$ cat src/rtl/core/llsd_pkg.sv
// llsd_pkg: shared widths, limits and state codes for the least-loaded dispatcher.
// No dependencies; used by the dispatcher top level.
package llsd_pkg;

  localparam int MaxServers = 16;
  localparam int LoadW      = 32;
  localparam int JobW       = 16;
  localparam int CfgW       = 5;
  localparam int SrvW       = 5;
  localparam int IdxW       = (MaxServers > 1) ? $clog2(MaxServers) : 1;
  localparam int CntW       = $clog2(MaxServers + 1);

  localparam logic [LoadW-1:0] LoadMax      = {LoadW{1'b1}};
  localparam logic [CfgW-1:0]  ActiveReset  = CfgW'(16);

  localparam logic ActClear  = 1'b0;
  localparam logic ActAssign = 1'b1;

  typedef enum logic [2:0] {
    StIdle   = 3'b001,
    StScan   = 3'b010,
    StFinish = 3'b100
  } state_e;

endpackage

$ cat src/rtl/core/least_loaded_server_dispatch.sv
// least_loaded_server_dispatch: top level of the least-loaded job dispatcher.
// Depends on llsd_pkg (widths, state codes) and llsd_ram (load store).
// Usage
//   Input channel (in_valid_i / in_stall_o, action_i, job_time_i): one
//   transaction per job or clear. Output channel (out_valid_o / out_stall_i,
//   assigned_server_o, next_server_o): one transaction per input.
//   Configuration: cfg_we_i writes cfg_wdata_i into active_servers; write it
//   only while idle. Zero acts as one server, above MaxServers as MaxServers.
//   An assign runs a scan over the n active servers: a single compare unit
//   walks the loads one RAM read per cycle, keeping best and runner-up, then
//   the finish step writes the saturated load back and forms the next pick.
//   A clear skips the scan and goes straight to the finish step.
//   in_stall_o is high from acceptance until the result is loaded into the
//   output register, so a new item is not taken until the last one is
//   through; a new transaction is taken while a result waits there.
//   If the receiver stalls, the finish step holds until the output register
//   is free, so nothing is lost or overwritten.
//   Reset: all loads read as zero (per-entry valid bits cleared at once),
//   active_servers is 16, both channels idle. No clearing pass is needed.
module least_loaded_server_dispatch (
  input  logic                       clk_i,
  input  logic                       rst_ni,
  input  logic                       in_valid_i,
  output logic                       in_stall_o,
  input  logic                       action_i,
  input  logic [llsd_pkg::JobW-1:0]  job_time_i,
  output logic                       out_valid_o,
  input  logic                       out_stall_i,
  output logic [llsd_pkg::SrvW-1:0]  assigned_server_o,
  output logic [llsd_pkg::SrvW-1:0]  next_server_o,
  input  logic                       cfg_we_i,
  input  logic [llsd_pkg::CfgW-1:0]  cfg_wdata_i
);

  localparam int MaxS  = llsd_pkg::MaxServers;
  localparam int IdxW  = llsd_pkg::IdxW;
  localparam int CntW  = llsd_pkg::CntW;
  localparam int LoadW = llsd_pkg::LoadW;
  localparam int SrvW  = llsd_pkg::SrvW;

  llsd_pkg::state_e state_q, state_d;

  logic [llsd_pkg::CfgW-1:0] active_q;
  logic [CntW-1:0]           n_eff;
  logic [CntW-1:0]           n_q;
  logic                      action_q;
  logic [llsd_pkg::JobW-1:0] job_q;

  // scan pointers: read issue index and returning-data index
  logic [CntW-1:0] rd_idx_q;
  logic            rd_pend_q;
  logic [IdxW-1:0] pend_idx_q;
  logic            pend_vld_q;

  // compare unit state
  logic [IdxW-1:0]  best_q, runner_q;
  logic [LoadW-1:0] best_load_q, runner_load_q;
  logic             has_runner_q;

  logic [MaxS-1:0]  valid_q;
  logic [LoadW-1:0] ram_rdata;
  logic [LoadW-1:0] cur_load;
  logic             ram_re, ram_we;

  logic             out_valid_q;
  logic [SrvW-1:0]  assigned_q, next_q;

  logic             in_acc, out_free;
  logic [LoadW:0]   sum;
  logic [LoadW-1:0] sat_load;
  logic [IdxW-1:0]  next_idx;
  logic [IdxW:0]    best_p1, next_p1;

  // effective server count
  always_comb begin
    if (active_q == '0) begin
      n_eff = CntW'(1);
    end else if (32'(active_q) > MaxS) begin
      n_eff = CntW'(MaxS);
    end else begin
      n_eff = CntW'(active_q);
    end
  end

  assign in_stall_o = (state_q != llsd_pkg::StIdle);
  assign in_acc     = in_valid_i && !in_stall_o;
  assign out_free   = !out_valid_q || !out_stall_i;

  assign ram_re   = (state_q == llsd_pkg::StScan) && (rd_idx_q < n_q);
  assign ram_we   = (state_q == llsd_pkg::StFinish) && out_free &&
                    (action_q == llsd_pkg::ActAssign);
  assign cur_load = pend_vld_q ? ram_rdata : '0;

  llsd_ram #(
    .Width(LoadW),
    .Depth(MaxS)
  ) u_load_ram (
    .clk_i  (clk_i),
    .we_i   (ram_we),
    .waddr_i(best_q),
    .wdata_i(sat_load),
    .re_i   (ram_re),
    .raddr_i(rd_idx_q[IdxW-1:0]),
    .rdata_o(ram_rdata)
  );

  // saturating update and next pick from best / runner-up
  assign sum      = {1'b0, best_load_q} + {{(LoadW + 1 - llsd_pkg::JobW){1'b0}}, job_q};
  assign sat_load = sum[LoadW] ? llsd_pkg::LoadMax : sum[LoadW-1:0];

  always_comb begin
    priority if (!has_runner_q) begin
      next_idx = best_q;
    end else if (sat_load < runner_load_q) begin
      next_idx = best_q;
    end else if (sat_load == runner_load_q) begin
      next_idx = (best_q < runner_q) ? best_q : runner_q;
    end else begin
      next_idx = runner_q;
    end
  end

  assign best_p1 = {1'b0, best_q} + 1'b1;
  assign next_p1 = {1'b0, next_idx} + 1'b1;

  always_comb begin
    state_d = state_q;
    unique case (state_q)
      llsd_pkg::StIdle: begin
        if (in_acc) begin
          state_d = (action_i == llsd_pkg::ActAssign) ? llsd_pkg::StScan
                                                      : llsd_pkg::StFinish;
        end
      end
      llsd_pkg::StScan: begin
        if (rd_idx_q == n_q && !rd_pend_q) begin
          state_d = llsd_pkg::StFinish;
        end
      end
      llsd_pkg::StFinish: begin
        if (out_free) begin
          state_d = llsd_pkg::StIdle;
        end
      end
      default: state_d = llsd_pkg::StIdle;
    endcase
  end

  always_ff @(posedge clk_i or negedge rst_ni) begin
    if (!rst_ni) begin
      state_q     <= llsd_pkg::StIdle;
      active_q    <= llsd_pkg::ActiveReset;
      valid_q     <= '0;
      out_valid_q <= 1'b0;
      rd_pend_q   <= 1'b0;
      rd_idx_q    <= '0;
    end else begin
      state_q <= state_d;
      if (cfg_we_i) begin
        active_q <= cfg_wdata_i;
      end
      if (in_acc) begin
        rd_idx_q <= '0;
      end else if (ram_re) begin
        rd_idx_q <= rd_idx_q + 1'b1;
      end
      rd_pend_q <= ram_re;
      // a new result replaces the one taken this cycle, or fills an empty register
      if (state_q == llsd_pkg::StFinish && out_free) begin
        out_valid_q <= 1'b1;
        if (action_q == llsd_pkg::ActClear) begin
          valid_q <= '0;
        end else begin
          valid_q[best_q] <= 1'b1;
        end
      end else if (!out_stall_i) begin
        out_valid_q <= 1'b0;
      end
    end
  end

  // payload: captured item, compare unit, result
  always_ff @(posedge clk_i) begin
    if (in_acc) begin
      action_q <= action_i;
      job_q    <= job_time_i;
      n_q      <= n_eff;
    end
    if (ram_re) begin
      pend_idx_q <= rd_idx_q[IdxW-1:0];
      pend_vld_q <= valid_q[rd_idx_q[IdxW-1:0]];
    end
    if (rd_pend_q) begin
      if (pend_idx_q == '0) begin
        best_q       <= pend_idx_q;
        best_load_q  <= cur_load;
        has_runner_q <= 1'b0;
      end else if (cur_load < best_load_q) begin
        // old best drops to runner-up
        best_q        <= pend_idx_q;
        best_load_q   <= cur_load;
        runner_q      <= best_q;
        runner_load_q <= best_load_q;
        has_runner_q  <= 1'b1;
      end else if (!has_runner_q || cur_load < runner_load_q) begin
        runner_q      <= pend_idx_q;
        runner_load_q <= cur_load;
        has_runner_q  <= 1'b1;
      end
    end
    if (state_q == llsd_pkg::StFinish && out_free) begin
      if (action_q == llsd_pkg::ActClear) begin
        assigned_q <= '0;
        next_q     <= SrvW'(1);
      end else begin
        assigned_q <= SrvW'(best_p1);
        next_q     <= SrvW'(next_p1);
      end
    end
  end

  assign out_valid_o       = out_valid_q;
  assign assigned_server_o = assigned_q;
  assign next_server_o     = next_q;

`ifndef SYNTHESIS
  a_scan_bound: assert property (@(posedge clk_i) disable iff (!rst_ni)
    state_q == llsd_pkg::StScan |-> rd_idx_q <= n_q)
    else $error("scan index ran past the server count");

  a_finish_result: assert property (@(posedge clk_i) disable iff (!rst_ni)
    (state_q == llsd_pkg::StFinish && out_free) |=> out_valid_q)
    else $error("finish step did not present a result");

  a_runner_count: assert property (@(posedge clk_i) disable iff (!rst_ni)
    (state_q == llsd_pkg::StFinish && action_q == llsd_pkg::ActAssign && has_runner_q)
      |-> n_q > CntW'(1))
    else $error("runner-up seen with a single server");

  a_accept_busy: assert property (@(posedge clk_i) disable iff (!rst_ni)
    in_acc |=> state_q != llsd_pkg::StIdle)
    else $error("accepted transaction left the sequencer idle");
`endif

endmodule

$ cat src/rtl/core/llsd_ram.sv
// llsd_ram: generic single-port-write, single-port-read RAM with registered read.
// No dependencies.
module llsd_ram #(
  parameter int Width = 32,
  parameter int Depth = 16
) (
  input  logic                         clk_i,
  input  logic                         we_i,
  input  logic [((Depth > 1) ? $clog2(Depth) : 1)-1:0] waddr_i,
  input  logic [Width-1:0]             wdata_i,
  input  logic                         re_i,
  input  logic [((Depth > 1) ? $clog2(Depth) : 1)-1:0] raddr_i,
  output logic [Width-1:0]             rdata_o
);

  logic [Width-1:0] mem_q [Depth];

  always_ff @(posedge clk_i) begin
    if (we_i) begin
      mem_q[waddr_i] <= wdata_i;
    end
    if (re_i) begin
      rdata_o <= mem_q[raddr_i];
    end
  end

endmodule

$ cat config.mk
export PLATFORM = sky130hd
export DESIGN_NAME = least_loaded_server_dispatch
export DESIGN_NICKNAME = d
export VERILOG_FILES = /design/src/rtl/core/llsd_pkg.sv /design/src/rtl/core/least_loaded_server_dispatch.sv /design/src/rtl/core/llsd_ram.sv
export SDC_FILE = /design/constraint.sdc
export NUM_CORES = 1
export LEC_CHECK = 0
export BUFFER_PORTS_ARGS = -buffer_cell sky130_fd_sc_hd__buf_4
export CORE_ASPECT_RATIO = 1.4
export CORE_MARGIN = 10
export CORE_UTILIZATION = 55
export DETAILED_ROUTE_END_ITERATION = 12
export HOLD_SLACK_MARGIN = 0.03
export PLACE_DENSITY_LB_ADDON = 0.3
export SETUP_SLACK_MARGIN = 0.5
export SLEW_MARGIN = 15
export SYNTH_ARGS = -nofsm -noshare
export SYNTH_HDL_FRONTEND = slang
export SYNTH_HIERARCHICAL = 1
export SYNTH_SLANG_ARGS = --single-unit
$ cat constraint.sdc
create_clock -name clk_i -period 10.4 [get_ports clk_i]
set_input_delay 1.04 -clock clk_i [delete_from_list [all_inputs] [get_ports clk_i]]
set_output_delay 1.04 -clock clk_i [all_outputs]
set_load 0.03 [all_outputs]
## Word level (Yosys, flattened, before mapping)

Memory sizes are Yosys's and may differ from the RTL's. A register that Yosys moved wholly into a read port is not among the register bits.
Cells that the tools add are included.

| storage, ports and cells | value |
|---|---|
| register bits after elaboration | 141 |
| bits in latches | 0 |
| RAM bits | 512 |
| ROM bits | 0 |
| input bits | 27 |
| output and inout port bits | 12 |
| logic and storage cells | 102 |
| memories kept | 1 |

| cells by class | value |
|---|---|
| add/sub/neg operators | 4 |
| multiply operators | 0 |
| div/mod/pow operators | 0 |
| $lt $le $gt $ge | 9 |
| equality and inequality tests | 10 |
| shift-type cells | 0 |
| mux-type cells | 33 |
| bitwise logic cells | 2 |
| reduce and logical (&&, ||, !) cells | 24 |

Memories:

| name | words | width | rd ports | clocked after memory_dff | wr ports | line | RTL |
|---|---|---|---|---|---|---|---|
| u_load_ram.mem_q | 16 | 32 | 1 | 1 | 1 | llsd_ram.sv:16 | `logic [Width-1:0] mem_q [Depth];` |

Operator list:

| operator | number |
|---|---|
| $mux W32 | 6 |
| $lt A32 B32 Y1 | 3 |
| $add A32 B16 Y33 | 1 |
| $eq A32 B32 Y1 | 1 |
| $mux W4 | 8 |
| $mux W16 | 1 |
| $or A16 B16 Y16 | 1 |
| $mux W5 | 3 |
| $mux W3 | 4 |
| $add A4 B1 Y5 const B | 2 |
| $lt A4 B5 Y1 const B | 2 |
| $pmux W3 S3 | 1 |
| $mux W1 | 8 |
| $logic_and A1 B1 Y1 | 6 |
| $reduce_and A3 Y1 | 2 |
| $reduce_bool A2 Y1 | 3 |
| $add A5 B1 Y5 const B | 1 |
| $eq A5 B5 Y1 | 1 |
| $gt A5 B5 Y1 const B | 1 |
| $logic_not A1 Y1 | 5 |
| $logic_not A5 Y1 | 1 |
| $lt A5 B5 Y1 | 1 |
| $bmux W1 S4 | 1 |
| $demux W1 S4 | 1 |
| other kinds (14) | 18 |

## Longest topological paths before layout

| depth | value |
|---|---|
| depth in word-level cells | 7 |
| depth in mapped cells | 22 |
| depth with buffers taken out | 21 |

## Modules after synthesis

The synthesis kept the hierarchy.

By module, submodules not included:

| module | instances | cells each | area an instance (sq um) | sequential area each (sq um) |
|---|---|---|---|---|
| llsd_ram | 1 | 838 | 20155.6 | 16335.7 |
| least_loaded_server_dispatch | 1 | 903 | 9275.1 | 4081.4 |

## Worst setup path after synthesis

No wires, ideal clock.

| timing path | value |
|---|---|
| path type | input-to-reg |
| start point | in out_stall_i |
| end point | mem u_load_ram.mem_q[0][0] (enable) |
| library setup time | 0.461 ns |
| arrival time | 4.990 ns |
| required time | 9.939 ns |
| setup slack | 4.949 ns |
| stages on the path | 5 |
| cells stage by stage | a21oi_1 clkbuf_1 and2_1 or3b_2 nor3_1 |

| between the ends | value |
|---|---|
| word-level cells in the longest chain between the ends | 6 |

RTL lines:

| item | line | RTL |
|---|---|---|
| from (decl) | least_loaded_server_dispatch.sv:28 | `input logic out_stall_i,` |
| $logic_not A1 Y1 | - |  |
| $logic_or A1 B1 Y1 | least_loaded_server_dispatch.sv:87 | `assign out_free = !out_valid_q \|\| !out_stall_i;` |
| $logic_and A1 B1 Y1 (2 in series) | least_loaded_server_dispatch.sv:90 | `assign ram_we = (state_q == llsd_pkg::StFinish) && out_free &&` |
| named net ram_we | least_loaded_server_dispatch.sv:63 | `logic ram_re, ram_we;` |
| $mux W1 | llsd_ram.sv:19 | `if (we_i) begin` |
| $mux W1 (implied by the code) | llsd_ram.sv:20 | `mem_q[waddr_i] <= wdata_i;` |
| to (decl) | llsd_ram.sv:16 |  |

The timed path passes the listed nets, and every way through them passes these cells.

## Worst setup path in the final report

| timing path | value |
|---|---|
| start point | reg best_load_q[0] |
| end point | reg next_q[2] (netlist: next_server_o[2]) (data pin) |

| between the ends | value |
|---|---|
| word-level cells in the longest chain between the ends | 7 |
| elaborated cells between the ends (all ways) | 8 |
| classes of those cells | add/sub: 2; order compare: 1; eq/ne: 1; mux: 4 |

RTL lines:

| item | line | RTL |
|---|---|---|
| from (decl) | least_loaded_server_dispatch.sv:57 | `logic [LoadW-1:0] best_load_q, runner_load_q;` |
| from (signal assigned) | least_loaded_server_dispatch.sv:196 | `best_load_q <= cur_load;` |
| from (signal assigned) | least_loaded_server_dispatch.sv:201 | `best_load_q <= cur_load;` |
| $add A32 B16 Y33 * | least_loaded_server_dispatch.sv:108 | `assign sum = {1'b0, best_load_q} + {{(LoadW + 1 - llsd_pkg::JobW){1'b0}}, job_q};` |
| $mux W32 * | least_loaded_server_dispatch.sv:109 | `assign sat_load = sum[LoadW] ? llsd_pkg::LoadMax : sum[LoadW-1:0];` |
| named net sat_load[19] | least_loaded_server_dispatch.sv:70 | `logic [LoadW-1:0] sat_load;` |
| parallel branches: the longest is 2 deep, another holds $lt A32 B32 Y1 | - |  |
| $mux W4 * | least_loaded_server_dispatch.sv:114 | `end else if (sat_load < runner_load_q) begin` |
| $mux W4 * | least_loaded_server_dispatch.sv:112 | `priority if (!has_runner_q) begin` |
| $add A4 B1 Y5 * | least_loaded_server_dispatch.sv:124 | `assign next_p1 = {1'b0, next_idx} + 1'b1;` |
| to (signal assigned) | least_loaded_server_dispatch.sv:214 | `next_q <= SrvW'(1);` |
| to (signal assigned) | least_loaded_server_dispatch.sv:217 | `next_q <= SrvW'(next_p1);` |
| to (decl) | least_loaded_server_dispatch.sv:66 | `logic [SrvW-1:0] assigned_q, next_q;` |

Mark *: on every way through the listed nets, which the timed path passes.
A chain may end at the register's enable or synchronous reset.

==> impl_summary.log <==
[metrics] post-synthesis compound-gate area fraction: 0.06262
[metrics] Final Max Slew Viols: 0
[metrics] Total Wirelength: slightly below 70,000 microns
[metrics] global-route wire length before repair: 103,400 microns
[metrics] Crit path arrival time: approximately 7 ns
[metrics] grt total ovfl: 0
[metrics] Slew HR: 0.2298
[metrics] Num CTS Buffers: 61
[metrics] number of buffers between clock root and the deepest sink: 3
[metrics] worst hold-check slack: about 0.33 ns
[metrics] number of antenna-violating nets in the routed design: 0
[metrics] root buffer cell: sky130_fd_sc_hd__clkbuf_16
[metrics] clock tree from TritonCTS: yes
[metrics] number of global-route vias before repair: 16,600
[metrics] initial cell density of the core: 0.5548
[metrics] areal power density over the cells: 206.5 mW/mm^2
[metrics] area taken by flip-flops and latches: 0.02042 sq mm
[metrics] area share of xor/xnor cells in the synthesized design: 0.007440
[metrics] number of violations of the max-capacitance limit: 0
[metrics] part of the power in the clock network: 0.323
[metrics] insertion delay of the later-clocked pin in the worst-skew pair: 0.64 ns
[metrics] quantity of gates resized following cts: 0
[metrics] Max Fanout on Critical Path: 21
[metrics] multiplexer fraction of the synthesized cell area: 0.1081
[metrics] cells after synthesis: 1,741
[metrics] unrepaired setup endpoints after global routing: no
[metrics] status: finished clean
[metrics] cell internal power dissipation: 5.024 mW
[metrics] total of warnings raised by yosys: 6
[metrics] Total Routing Usage GR: 0.2180
[metrics] async set or reset register ratio after synthesis: 0.04526
[metrics] setup repair bufs after CTS: 0
[metrics] Post-route DRC: 0
[metrics] Clock H-tree levels: 2
[metrics] period utilisation layout: 0.6506
[metrics] synthesized net count: 1,895
[metrics] largest family of logic cells by synthesized area: multiplexers
[metrics] number of primary I/O pins: 39
[metrics] type of the most critical hold path: input pin to async pin
[metrics] post-detailed-route via-to-cell ratio: 6.297
[metrics] detailed-route via count: 16,220
[metrics] post-layout minimum cycle time: a little under 7 ns
[metrics] drt initial violations: 1,408
[metrics] layout cell share with drive strength beyond 1: 0.1896
[metrics] Placed Cells: 2,467
[metrics] Die Y-Extent: between 200 and 300 microns
[metrics] input/output buffers: 38
[metrics] number of standard-cell rows in the floorplan: 100
[metrics] multi-input gate area in the final layout: 0.008600 sq mm
[metrics] critical path capture point type: register
[metrics] highest achievable clock rate: 0.1478 GHz
[metrics] power share of the combinational group: 0.182
[metrics] net switching power: 1.740 mW
[metrics] global placement routability congestion: 0.8944
[metrics] area of the core: 0.05305 sq mm
[metrics] setup-violating endpoint count in the final report: 0
[metrics] startpoint kind of the worst setup timing path: register
[metrics] hpwl dp: about 39,000 microns
[metrics] horizontal die dimension: about 220 microns
[metrics] P&R area growth vs syn: 11.28%
[metrics] Routed WL per cell: 26.72 microns
[metrics] Switching Share: 0.2573
[metrics] synthesized-area fraction occupied by adder cells: 0.05425
[metrics] final net count: 1,970
[metrics] required time of the critical path: 10.79 ns
[metrics] full die area: 0.06329 sq mm
[metrics] VDD IR max: 0.1518 mV
[metrics] length of the first detailed-routing pass in iterations: 7
[metrics] final instance count without filler cells: 2,576
[metrics] simple-gate portion of the synthesized area: 0.05276
[metrics] Tot Pwr: 6.764 mW
[metrics] Yosys reg bits: 685
[metrics] post-synthesis cell type count: 70
[metrics] Filler Cells Inserted: 3,769
[metrics] fraction of power consumed by sequential logic: 0.494
[metrics] number of antenna violations at the first check in global routing: 0
[metrics] post-placement setup slack: 3.649 ns
[metrics] Static Leakage: 11.22 nW
[metrics] dominant synthesized flop cell: sky130_fd_sc_hd__edfxtp_1
[metrics] number of buffers inserted by hold repair at cts: 0
[metrics] clock sink count: 685
[metrics] share of the yosys chip area belonging to registers: 0.6937
[metrics] synthesized area divided by synthesized cell count: between 15 and 20 sq um
[metrics] Crit Path Class: register to register
[metrics] Post-synth EDFFs: 654
[metrics] post-synthesis instance area: 0.02943 sq mm
[metrics] Setup TNS: 0 ns
[metrics] Clock Skews: 0.01805 ns
[metrics] antenna diode count: 0
[metrics] final setup margin: 3.634 ns
[metrics] Hold Vio Cnt, Final: 0
[metrics] pin count of the biggest net entering global routing: 66
[metrics] clock edge transition at the registers on the reported setup and hold paths: approximately 0.070 ns
[metrics] worst-margin pin slew: 1.155 ns
[layer usage]
layer  global-route usage  vias to the layer above  routed length [microns]
li1                     -                     7059                        -
met1               0.2710                     8414                    26230
met2               0.3850                      597                    35890
met3              0.02725                      150                     4271
met4              0.08121                        0                     2436
met5                    0                        -                        0
[critical path: stages, from the launching register on]
cell                       delay [ns]
sky130_fd_sc_hd__edfxtp_1        0.42
sky130_fd_sc_hd__ha_1            0.23
sky130_fd_sc_hd__fa_1            0.42
sky130_fd_sc_hd__a21o_1          0.20
sky130_fd_sc_hd__a21oi_1         0.22
sky130_fd_sc_hd__nor2b_1         0.11
sky130_fd_sc_hd__o311ai_1        0.41
sky130_fd_sc_hd__a21o_1          0.34
sky130_fd_sc_hd__a211o_1         0.38
sky130_fd_sc_hd__buf_4           0.38
sky130_fd_sc_hd__nand2_1         0.11
sky130_fd_sc_hd__mux2_2          0.40
sky130_fd_sc_hd__ha_1            0.36
sky130_fd_sc_hd__a41oi_1         0.19
sky130_fd_sc_hd__o21ai_0         0.27
sky130_fd_sc_hd__a221o_1         0.42
sky130_fd_sc_hd__a211oi_1        0.57
sky130_fd_sc_hd__o22ai_2         0.30
sky130_fd_sc_hd__nand2_1         0.13
sky130_fd_sc_hd__o21ai_0         0.12
sky130_fd_sc_hd__ha_1            0.26
sky130_fd_sc_hd__xnor2_1         0.12
sky130_fd_sc_hd__and2_1          0.15
[cell usage in the layout, fill, tap and decap left out, types with 3 or more instances in the layout]
cell,netlist,final
sky130_fd_sc_hd__a211oi_1,6,6
sky130_fd_sc_hd__and2_1,45,45
sky130_fd_sc_hd__clkinv_4,0,3
sky130_fd_sc_hd__nor3_2,0,4
sky130_fd_sc_hd__nand4_1,27,27
sky130_fd_sc_hd__a22oi_1,64,64
sky130_fd_sc_hd__nand3_1,23,23
sky130_fd_sc_hd__mux4_2,133,133
sky130_fd_sc_hd__nor3_1,15,11
sky130_fd_sc_hd__xor2_1,10,10
sky130_fd_sc_hd__clkbuf_16,0,62
sky130_fd_sc_hd__o31ai_1,3,3
sky130_fd_sc_hd__edfxtp_1,654,654
sky130_fd_sc_hd__clkinv_1,0,11
sky130_fd_sc_hd__o21a_1,5,5
sky130_fd_sc_hd__clkbuf_1,35,9
sky130_fd_sc_hd__inv_1,85,85
sky130_fd_sc_hd__nor2b_1,13,11
sky130_fd_sc_hd__mux2_2,11,11
sky130_fd_sc_hd__buf_4,9,78
sky130_fd_sc_hd__nor2_4,0,13
sky130_fd_sc_hd__a21oi_1,46,43
sky130_fd_sc_hd__nand2_1,88,88
sky130_fd_sc_hd__nor2_1,71,57
sky130_fd_sc_hd__a31oi_1,20,18
sky130_fd_sc_hd__a21o_1,19,19
sky130_fd_sc_hd__dfrtp_1,29,27
sky130_fd_sc_hd__o21ai_0,94,94
sky130_fd_sc_hd__and3_1,4,4
sky130_fd_sc_hd__nand2b_1,9,9
sky130_fd_sc_hd__mux2i_1,5,5
sky130_fd_sc_hd__clkinv_2,0,16
sky130_fd_sc_hd__ha_1,126,126
sky130_fd_sc_hd__o211ai_1,3,3
sky130_fd_sc_hd__bufinv_16,0,5
sky130_fd_sc_hd__xnor2_1,15,15
[Yosys cell counts (3+ instances only)]
master,number,area [sq um]
sky130_fd_sc_hd__nand3_1,23,115.1
sky130_fd_sc_hd__nand2b_1,9,56.30
sky130_fd_sc_hd__edfxtp_1,654,19640
sky130_fd_sc_hd__nor2b_1,13,81.33
sky130_fd_sc_hd__a22oi_1,64,480.5
sky130_fd_sc_hd__mux4_2,133,2995
sky130_fd_sc_hd__o21ai_0,94,470.5
sky130_fd_sc_hd__a21o_1,19,142.6
sky130_fd_sc_hd__xor2_1,10,87.58
sky130_fd_sc_hd__a211oi_1,6,45.04
sky130_fd_sc_hd__nor3_1,15,75.07
sky130_fd_sc_hd__dfrtp_1,29,725.7
sky130_fd_sc_hd__and2_1,45,281.5
sky130_fd_sc_hd__ha_1,126,1577
sky130_fd_sc_hd__o21a_1,5,37.54
sky130_fd_sc_hd__o211ai_1,3,22.52
sky130_fd_sc_hd__inv_1,85,319.1
sky130_fd_sc_hd__clkbuf_1,35,131.4
sky130_fd_sc_hd__xnor2_1,15,131.4
sky130_fd_sc_hd__a31oi_1,20,125.1
sky130_fd_sc_hd__and3_1,4,25.02
sky130_fd_sc_hd__buf_1,10,37.54
sky130_fd_sc_hd__mux2i_1,5,50.05
sky130_fd_sc_hd__nor2_1,71,266.5
sky130_fd_sc_hd__buf_2,11,55.05
sky130_fd_sc_hd__nand2_1,88,330.3
sky130_fd_sc_hd__mux2_2,11,123.9
sky130_fd_sc_hd__buf_4,9,67.56
sky130_fd_sc_hd__a21oi_1,46,230.2
sky130_fd_sc_hd__nand4_1,27,168.9
sky130_fd_sc_hd__o31ai_1,3,22.52
[metrics by stage]
step | area (sq um) | util
2_1_floorplan | 29430 | -
5_1_grt | 32750 | 0.6173
3_3_place_gp | 30820 | 0.5809
6_report | 32750 | 0.6173
4_1_cts | 32740 | 0.6172
3_5_place_dp | 30820 | 0.5809
[final cells by class]
class / count / area share
clock buffers: 71 / 0.04840
flip-flops and latches: 685 / 0.6236
inverters: 85 / 0.009742
clock inverters: 38 / 0.01047
well taps: 714 / 0.02728
multi-input cells: 905 / 0.2626
repair buffers: 78 / 0.01788
[final timing paths]
check                                               from  cells after the start  slack (ns)                        endpoint
worst max-delay path            best_load_q[0]$_DFFE_PP_                     22        3.63  next_server_o[2]$_SDFFCE_PN0P_
min in group clk_i                state_q[1]$_DFFE_PN0P_                      1        0.49          state_q[0]$_DFFE_PN1P_
max in group asynchronous                         rst_ni                      1        9.73         rd_idx_q[0]$_DFFE_PN0P_
worst min-delay path                              rst_ni                      1        0.33         out_valid_o$_DFFE_PN0P_
worst max register to register  best_load_q[0]$_DFFE_PP_                     22        3.63  next_server_o[2]$_SDFFCE_PN0P_
worst min register to register    state_q[1]$_DFFE_PN0P_                      1        0.49          state_q[0]$_DFFE_PN1P_
[power groups by stage]
stage / clock network (mW) / logic (mW) / registers (mW)
finish: 2.19 / 1.23 / 3.34
global route: 2.33 / 1.36 / 3.35
global placement: 0 / 1.21 / 3.40
detailed placement: 0 / 1.24 / 3.40
floorplan: 0 / 0.958 / 3.37
CTS: 2.23 / 1.25 / 3.34
[registers in the layout, indices dropped and copies added, names as in the netlist, 5 cells and up]
signal,flops
assigned_server_o,5
u_load_ram/rdata_o,32
active_q,5
valid_q,16
runner_load_q,32
rd_idx_q,5
next_server_o,5
u_load_ram/mem_q,512
best_load_q,32
n_q,5
job_q,16
[cells by family (layout without fill, tap and decap cells)]
logic type | count (synthesis) | after routing
flops | 685 | 685
mux | 150 | 150
xor+xnor | 25 | 25
fa+ha+maj | 127 | 127
simple gates | 315 | 315
compound gates | 288 | 288
buf+inv | 151 | 272
Note: power is estimated with default switching activity, not from simulation.
